<file path="config.mk">
export PLATFORM = sky130hd
export DESIGN_NAME = rgb_to_hsv_8bit_core_flat
export DESIGN_NICKNAME = d
export VERILOG_FILES = /design/src/rtl/core/rhsv_pkg.sv /design/src/rtl/core/rhsv_if.sv /design/src/rtl/core/rhsv_div.sv /design/src/rtl/core/rgb_to_hsv_8bit_core.sv /design/src/flat_wrapper.sv
export SDC_FILE = /design/constraint.sdc
export NUM_CORES = 1
export LEC_CHECK = 0
export BUFFER_PORTS_ARGS = -buffer_cell sky130_fd_sc_hd__buf_2
export CAP_MARGIN = 20
export CELL_PAD_IN_SITES_DETAIL_PLACEMENT = 1
export CELL_PAD_IN_SITES_GLOBAL_PLACEMENT = 1
export CORE_MARGIN = 2
export CORE_UTILIZATION = 56
export CTS_BUF_LIST = sky130_fd_sc_hd__clkbuf_8 sky130_fd_sc_hd__clkbuf_16
export DETAILED_ROUTE_END_ITERATION = 10
export PLACE_DENSITY_LB_ADDON = 0.1
export SKIP_CTS_REPAIR_TIMING = 1
export SLEW_MARGIN = 25
export SYNTH_ARGS = -nofsm -noshare
export SYNTH_HDL_FRONTEND = slang
export SYNTH_SLANG_ARGS = --single-unit
</file>
<file path="constraint.sdc">
create_clock -name i_clk -period 23.3 [get_ports i_clk]
set_clock_uncertainty 0.05 [all_clocks]
set_input_delay 4.66 -clock i_clk [delete_from_list [all_inputs] [get_ports i_clk]]
set_output_delay 4.66 -clock i_clk [all_outputs]
set_load 0.03 [all_outputs]
</file>
<file path="src/rtl/core/rhsv_pkg.sv">
`default_nettype none

package rhsv_pkg;

    localparam int CH_W           = 8;
    localparam int QUO_W          = 8;
    localparam int DIVIDEND_W     = 17;
    localparam int DIVISOR_W      = CH_W + 1;
    localparam int NUM_W          = CH_W + 3;
    localparam int BITS_PER_STAGE = 2;
    localparam int DIV_STAGES     = QUO_W / BITS_PER_STAGE;

    localparam int HUE_SCALE = 85;
    localparam int SAT_SCALE = 510;

    typedef struct packed {
        logic [DIVIDEND_W-1:0] rem;
        logic [DIVISOR_W-1:0]  den;
        logic [QUO_W-1:0]      quo;
    } t_div_stage;

endpackage

`default_nettype wire

</file>
<file path="src/rtl/core/rhsv_if.sv">
`default_nettype none

interface rhsv_pixel_if;
    logic                       valid;
    logic                       ready;
    logic [rhsv_pkg::CH_W-1:0]  blue;
    logic [rhsv_pkg::CH_W-1:0]  green;
    logic [rhsv_pkg::CH_W-1:0]  red;

    modport source (output valid, output blue, output green, output red, input ready);
    modport sink   (input valid, input blue, input green, input red, output ready);
endinterface

interface rhsv_hsv_if;
    logic                       valid;
    logic                       ready;
    logic [rhsv_pkg::CH_W-1:0]  hue;
    logic [rhsv_pkg::CH_W-1:0]  saturation;
    logic [rhsv_pkg::CH_W-1:0]  brightness;

    modport source (output valid, output hue, output saturation, output brightness,
                    input ready);
    modport sink   (input valid, input hue, input saturation, input brightness,
                    output ready);
endinterface

`default_nettype wire

</file>
<file path="src/rtl/core/rhsv_div.sv">
`default_nettype none

module rhsv_div (
    input  wire logic                              i_clk,
    input  wire logic                              i_en,
    input  wire logic [rhsv_pkg::DIVIDEND_W-1:0]   i_num,
    input  wire logic [rhsv_pkg::DIVISOR_W-1:0]    i_den,
    output logic      [rhsv_pkg::QUO_W-1:0]        o_quo
);
    import rhsv_pkg::*;

    t_div_stage r_stg    [DIV_STAGES];
    t_div_stage w_stg_in [DIV_STAGES];
    t_div_stage n_stg    [DIV_STAGES];

    assign w_stg_in[0] = '{rem: i_num, den: i_den, quo: '0};

    for (genvar k = 0; k < DIV_STAGES; k++) begin : g_stage
        if (k > 0) begin : g_link
            assign w_stg_in[k] = r_stg[k-1];
        end

        always_comb begin
            logic [DIVIDEND_W-1:0] cmp;
            int                    sh;
            n_stg[k] = w_stg_in[k];
            for (int j = 0; j < BITS_PER_STAGE; j++) begin
                sh  = QUO_W - 1 - k * BITS_PER_STAGE - j;
                cmp = DIVIDEND_W'(n_stg[k].den) << sh;
                if (n_stg[k].rem >= cmp) begin
                    n_stg[k].rem = n_stg[k].rem - cmp;
                    n_stg[k].quo = n_stg[k].quo | (QUO_W'(1) << sh);
                end
            end
        end

        always_ff @(posedge i_clk) begin
            if (i_en) begin
                r_stg[k] <= n_stg[k];
            end
        end
    end

    assign o_quo = r_stg[DIV_STAGES-1].quo;

endmodule

`default_nettype wire

</file>
<file path="src/rtl/core/rgb_to_hsv_8bit_core.sv">
// RGB to HSV converter, 8-bit channels, hue over the full 0..255 circle.
// Input channel i_pix carries one blue/green/red pixel per transfer; output
// channel o_hsv carries hue, saturation and brightness, one result per pixel,
// in input order. Both use a valid/ready handshake.
// Throughput: one pixel per clock while o_hsv.ready is high.
// Pipeline: two stages find max/min, sector and the divide operands; the two
// divides (saturation and hue) run in parallel restoring dividers of 4 stages,
// 2 quotient bits each. The last divider stage is the output register.
// When the receiver stalls the whole pipeline holds and i_pix.ready drops
// in the same cycle; no data is lost or repeated.
// Reset clears all valid bits; the block accepts pixels as soon as reset is
// released.
`default_nettype none

module rgb_to_hsv_8bit_core (
    input  wire logic   i_clk,
    input  wire logic   i_rst_n,
    rhsv_pixel_if.sink  i_pix,
    rhsv_hsv_if.source  o_hsv
);
    import rhsv_pkg::*;

    localparam int LAT = DIV_STAGES + 2;

    typedef enum logic [1:0] {
        SEC_RED,
        SEC_GREEN,
        SEC_BLUE
    } t_sector;

    logic                         w_ce;
    logic [LAT-1:0]               r_vld;

    logic [CH_W-1:0]              w_mx;
    logic [CH_W-1:0]              w_mn;
    logic signed [CH_W:0]         w_diff;
    t_sector                      w_sec;

    logic [CH_W-1:0]              r_a_mx;
    logic [CH_W-1:0]              r_a_delta;
    logic signed [CH_W:0]         r_a_diff;
    t_sector                      r_a_sec;

    logic signed [NUM_W:0]        w_num_s;
    logic signed [NUM_W:0]        w_num_w;
    logic [NUM_W-1:0]             w_num;
    logic [DIVIDEND_W-1:0]        n_b_hnum;
    logic [DIVIDEND_W-1:0]        n_b_snum;
    logic [DIVISOR_W-1:0]         n_b_hden;
    logic [DIVISOR_W-1:0]         n_b_sden;

    logic [DIVIDEND_W-1:0]        r_b_hnum;
    logic [DIVIDEND_W-1:0]        r_b_snum;
    logic [DIVISOR_W-1:0]         r_b_hden;
    logic [DIVISOR_W-1:0]         r_b_sden;
    logic [CH_W-1:0]              r_b_mx;

    logic [CH_W-1:0]              r_mx_d [DIV_STAGES];
    logic [QUO_W-1:0]             w_hue;
    logic [QUO_W-1:0]             w_sat;

    assign w_ce        = !r_vld[LAT-1] || o_hsv.ready;
    assign i_pix.ready = w_ce;

    always_comb begin
        w_mn = i_pix.red;
        if (i_pix.green < w_mn) begin
            w_mn = i_pix.green;
        end
        if (i_pix.blue < w_mn) begin
            w_mn = i_pix.blue;
        end
        if (i_pix.red >= i_pix.green && i_pix.red >= i_pix.blue) begin
            w_sec  = SEC_RED;
            w_mx   = i_pix.red;
            w_diff = $signed({1'b0, i_pix.green}) - $signed({1'b0, i_pix.blue});
        end else if (i_pix.green >= i_pix.blue) begin
            w_sec  = SEC_GREEN;
            w_mx   = i_pix.green;
            w_diff = $signed({1'b0, i_pix.blue}) - $signed({1'b0, i_pix.red});
        end else begin
            w_sec  = SEC_BLUE;
            w_mx   = i_pix.blue;
            w_diff = $signed({1'b0, i_pix.red}) - $signed({1'b0, i_pix.green});
        end
    end

    always_comb begin
        case (r_a_sec)
            SEC_GREEN: w_num_s = $signed({2'b0, r_a_delta, 1'b0});
            SEC_BLUE:  w_num_s = $signed({1'b0, r_a_delta, 2'b0});
            default:   w_num_s = '0;
        endcase
        w_num_s = w_num_s + (NUM_W+1)'(r_a_diff);
        w_num_w = w_num_s;
        if (w_num_s < 0) begin
            w_num_w = w_num_s + $signed({1'b0, r_a_delta, 2'b0})
                              + $signed({2'b0, r_a_delta, 1'b0});
        end
        w_num    = w_num_w[NUM_W-1:0];
        n_b_hnum = DIVIDEND_W'(w_num) * DIVIDEND_W'(HUE_SCALE) + DIVIDEND_W'(r_a_delta);
        n_b_snum = DIVIDEND_W'(r_a_delta) * DIVIDEND_W'(SAT_SCALE) + DIVIDEND_W'(r_a_mx);
        n_b_hden = (r_a_delta == '0) ? DIVISOR_W'(1) : {r_a_delta, 1'b0};
        n_b_sden = (r_a_mx == '0)    ? DIVISOR_W'(1) : {r_a_mx, 1'b0};
    end

    always_ff @(posedge i_clk) begin
        if (!i_rst_n) begin
            r_vld <= '0;
        end else if (w_ce) begin
            r_vld <= {r_vld[LAT-2:0], i_pix.valid};
        end
    end

    always_ff @(posedge i_clk) begin
        if (w_ce) begin
            r_a_mx    <= w_mx;
            r_a_delta <= w_mx - w_mn;
            r_a_diff  <= w_diff;
            r_a_sec   <= w_sec;
            r_b_hnum  <= n_b_hnum;
            r_b_snum  <= n_b_snum;
            r_b_hden  <= n_b_hden;
            r_b_sden  <= n_b_sden;
            r_b_mx    <= r_a_mx;
            r_mx_d[0] <= r_b_mx;
            for (int k = 1; k < DIV_STAGES; k++) begin
                r_mx_d[k] <= r_mx_d[k-1];
            end
        end
    end

    rhsv_div u_hue_div (
        .i_clk (i_clk),
        .i_en  (w_ce),
        .i_num (r_b_hnum),
        .i_den (r_b_hden),
        .o_quo (w_hue)
    );

    rhsv_div u_sat_div (
        .i_clk (i_clk),
        .i_en  (w_ce),
        .i_num (r_b_snum),
        .i_den (r_b_sden),
        .o_quo (w_sat)
    );

    assign o_hsv.valid      = r_vld[LAT-1];
    assign o_hsv.hue        = w_hue;
    assign o_hsv.saturation = w_sat;
    assign o_hsv.brightness = r_mx_d[DIV_STAGES-1];

endmodule

`default_nettype wire
</file>
<file path="src/flat_wrapper.sv">
// flat-port wrapper written by rule: the top's interface ports become plain ports
module rgb_to_hsv_8bit_core_flat import rhsv_pkg::*;
  (i_clk, i_rst_n, i_pix_valid, i_pix_blue, i_pix_green, i_pix_red, i_pix_ready, o_hsv_valid, o_hsv_hue, o_hsv_saturation, o_hsv_brightness, o_hsv_ready);
  rhsv_pixel_if i_pix_i ();
  rhsv_hsv_if o_hsv_i ();
  input  wire logic i_clk;
  input  wire logic i_rst_n;
  input wire logic [$bits(i_pix_i.valid)-1:0] i_pix_valid;
  input wire logic [$bits(i_pix_i.blue)-1:0] i_pix_blue;
  input wire logic [$bits(i_pix_i.green)-1:0] i_pix_green;
  input wire logic [$bits(i_pix_i.red)-1:0] i_pix_red;
  output wire logic [$bits(i_pix_i.ready)-1:0] i_pix_ready;
  output wire logic [$bits(o_hsv_i.valid)-1:0] o_hsv_valid;
  output wire logic [$bits(o_hsv_i.hue)-1:0] o_hsv_hue;
  output wire logic [$bits(o_hsv_i.saturation)-1:0] o_hsv_saturation;
  output wire logic [$bits(o_hsv_i.brightness)-1:0] o_hsv_brightness;
  input wire logic [$bits(o_hsv_i.ready)-1:0] o_hsv_ready;
  assign i_pix_i.valid = i_pix_valid;
  assign i_pix_i.blue = i_pix_blue;
  assign i_pix_i.green = i_pix_green;
  assign i_pix_i.red = i_pix_red;
  assign i_pix_ready = i_pix_i.ready;
  assign o_hsv_valid = o_hsv_i.valid;
  assign o_hsv_hue = o_hsv_i.hue;
  assign o_hsv_saturation = o_hsv_i.saturation;
  assign o_hsv_brightness = o_hsv_i.brightness;
  assign o_hsv_i.ready = o_hsv_ready;
  rgb_to_hsv_8bit_core u_core (.i_clk(i_clk), .i_rst_n(i_rst_n), .i_pix(i_pix_i), .o_hsv(o_hsv_i));
endmodule
</file>
==> flow_summary.toml <==
[routing]
via_per_inst = 5.90
finalWirelength_mm = 63.2
ant_nets = 0
drt_iter0_markers = 868
via_count = 18500
drc = 0
wl_per_cell_um = 20.1
dr.pass1.iters = 4

[logic_synthesis]
synth.distinct_cells = 89
synthMuxAreaShare = 0.0325
synth-compound-area-share = 0.147
synth_xor_area_frac = 0.0574
synth_edf_count = 311
ys_dominant_reg_cell = "edfxtp_1"
synth_top_family_by_area = "adder cells"
yosys.area_share.adder = 0.212
yosys.area_share.simple = 0.121
ys_async_sr_fraction = 0
syn_avg_cell_area_um2 = 10.2
yosysWarnings = 0
ys_seq_area_frac = 0.378
synth_seq_cells = 317
synth_cells = 2466
synthesis.area_um2 = 25000
syn-num-nets = 2874

[grt]
antenna_found_initial = 0
track_usage = 0.277
grt_pass1_vias = 20600
grt_pass1_wl_mm = 104
grt_max_degree = 212
grt_overflow_total = 0

[sta]
slew_violations = 0
timing.fmax_mhz = 94.6
setup_tns_ns = 0
fin_crit_sh = 0.454
grt_setup_unrepaired = "no"
slew_headroom = 0.391
setup_violations = 0
hold_viol = 0
finalCriticalPeriod_ns = 10.58
worst_pin_slew_ns = 0.909

[clock_network]
path_clk_slew_ns = 0.06
cts_htree_levels = 2
cts_buffer_depth = 3
cts_buffers = 37
clock_sinks = 317
cts-root-buf = "clkbuf_16"
clk_latency_ns = 0.56
cts_tree = "built"

[run]
drv_cap = 0

[die]
die_area_um2 = 46400
rows = 77
die_w_um = 215
die_h_um = 215
ioPinCount = 54
coreArea_um2 = 44100
initial_core_util = 0.567

[setup_path]
worstSetupEndpointType = "output pin"
crit_arrival_ns = 5.87
start_kind = "input port"
critical_path_required_ns = 18.59
critPathKind = "input port to output pin"
crit_path_max_fanout = 40

[final_layout]
final_cell_mix = "311 x edfxtp_1, 306 x ha_1, 302 x inv_1, 186 x a21oi_1, 179 x nor2_1"
nets = 2934
final_common_cell = "edfxtp_1"
antenna_cells = 0
drive_gt1_frac = 0.0784
area_delta_synth_final_pct = 8.54

[placed_design]
io_buffers = 53
dp_hpwl_mm = 50.0
gp_congestion = 0.953

[status]
status = "completed"

[hold_path]
min_path_type = "register to register"
## critical path, cell delays in order
cell,delay (ns)
buf_2,0.10
nor2b_1,0.54
inv_8,0.23
buf_2,0.28
## cells by family (layout without fill, tap and decap cells)
group	Yosys count	count (layout)
fa+ha+maj	380	380
mux	74	74
xor+xnor	164	164
compound gates	584	584
flops	317	317
buf+inv	341	425
simple gates	606	606
## metal layers
layer  GRT usage  wire (um)
met1       0.317      26100
met2       0.529      33400
met3      0.0309       1700
met4       0.101       2020
met5           0          0
## sequential cells by signal (all words and copies together), names as in the netlist, 6 cells and up
register                flops
u_core.u_hue_div.r_stg     98
u_core.u_sat_div.r_stg     95
u_core.r_mx_d              32
u_core.r_b_hnum            17
u_core.r_b_snum            16
u_core.r_a_diff             9
u_core.r_b_hden             9
u_core.r_b_sden             9
u_core.r_a_delta            8
u_core.r_a_mx               8
u_core.r_b_mx               8
u_core.r_vld                6
## final timing paths
check / from / to / slack [ns] / cells past startpoint
worst max-delay path: o_hsv_ready / i_pix_ready / 12.72 / 4
worst max register to register: u_core.r_a_delta[0] / u_core.r_b_hnum[16] / 15.86 / 29
worst min register to register: u_core.r_mx_d[2][6] / u_core.r_mx_d[3][6] / 0.36 / 0
worst min-delay path: u_core.r_mx_d[2][6] / u_core.r_mx_d[3][6] / 0.36 / 0
## stage by stage
step	util	setup WS [ns]	cells	area (um^2)	hold WS [ns]
after floorplan	-	7.51	2466	25000	0.350
after global placement	0.588	12.78	3077	25900	0.350
after detailed placement	0.588	12.74	3077	25900	0.356
after CTS	0.615	12.73	3140	27100	0.358
after global routing	0.616	12.64	3142	27200	0.368
final	0.616	12.72	3142	27200	0.361
## cell usage after synthesis (7+ instances only)
cell / n / area share
edfxtp_1: 311 / 0.37
ha_1: 306 / 0.15
inv_1: 297 / 0.045
a21oi_1: 186 / 0.037
nor2_1: 179 / 0.027
nand2_1: 140 / 0.021
o21ai_0: 130 / 0.026
xnor2_1: 106 / 0.037
fa_1: 74 / 0.059
a21o_1: 62 / 0.019
xor2_1: 58 / 0.020
nor3_1: 50 / 0.010
mux2_2: 46 / 0.021
nor2b_1: 40 / 0.010
nand3_1: 34 / 0.0068
nand2b_1: 30 / 0.0075
o21a_1: 30 / 0.0090
clkbuf_1: 29 / 0.0043
mux2i_1: 24 / 0.0096
nand4_1: 22 / 0.0055
a21boi_0: 20 / 0.0060
a211oi_1: 19 / 0.0057
o211ai_1: 17 / 0.0051
o21bai_1: 17 / 0.0051
o31ai_1: 17 / 0.0051
and3_1: 16 / 0.0040
nor4_1: 15 / 0.0037
or3_1: 15 / 0.0037
or4_1: 13 / 0.0039
a31oi_1: 12 / 0.0030
a22oi_1: 10 / 0.0030
or2_2: 10 / 0.0025
a211o_1: 8 / 0.0028
buf_2: 7 / 0.0014
o21ai_1: 7 / 0.0014
## layout make-up
type	count	area, um^2
repair buffers	62	365
clock inverters	22	184
multi-input cells	1808	14300
clock buffers	41	1010
inverters	300	1140
fillers	4890	17000
well taps	592	741
flip-flops and latches	317	9460
Power is not shown: default switching activity piles up to over one toggle a cycle in this logic, so the estimate is an artifact.
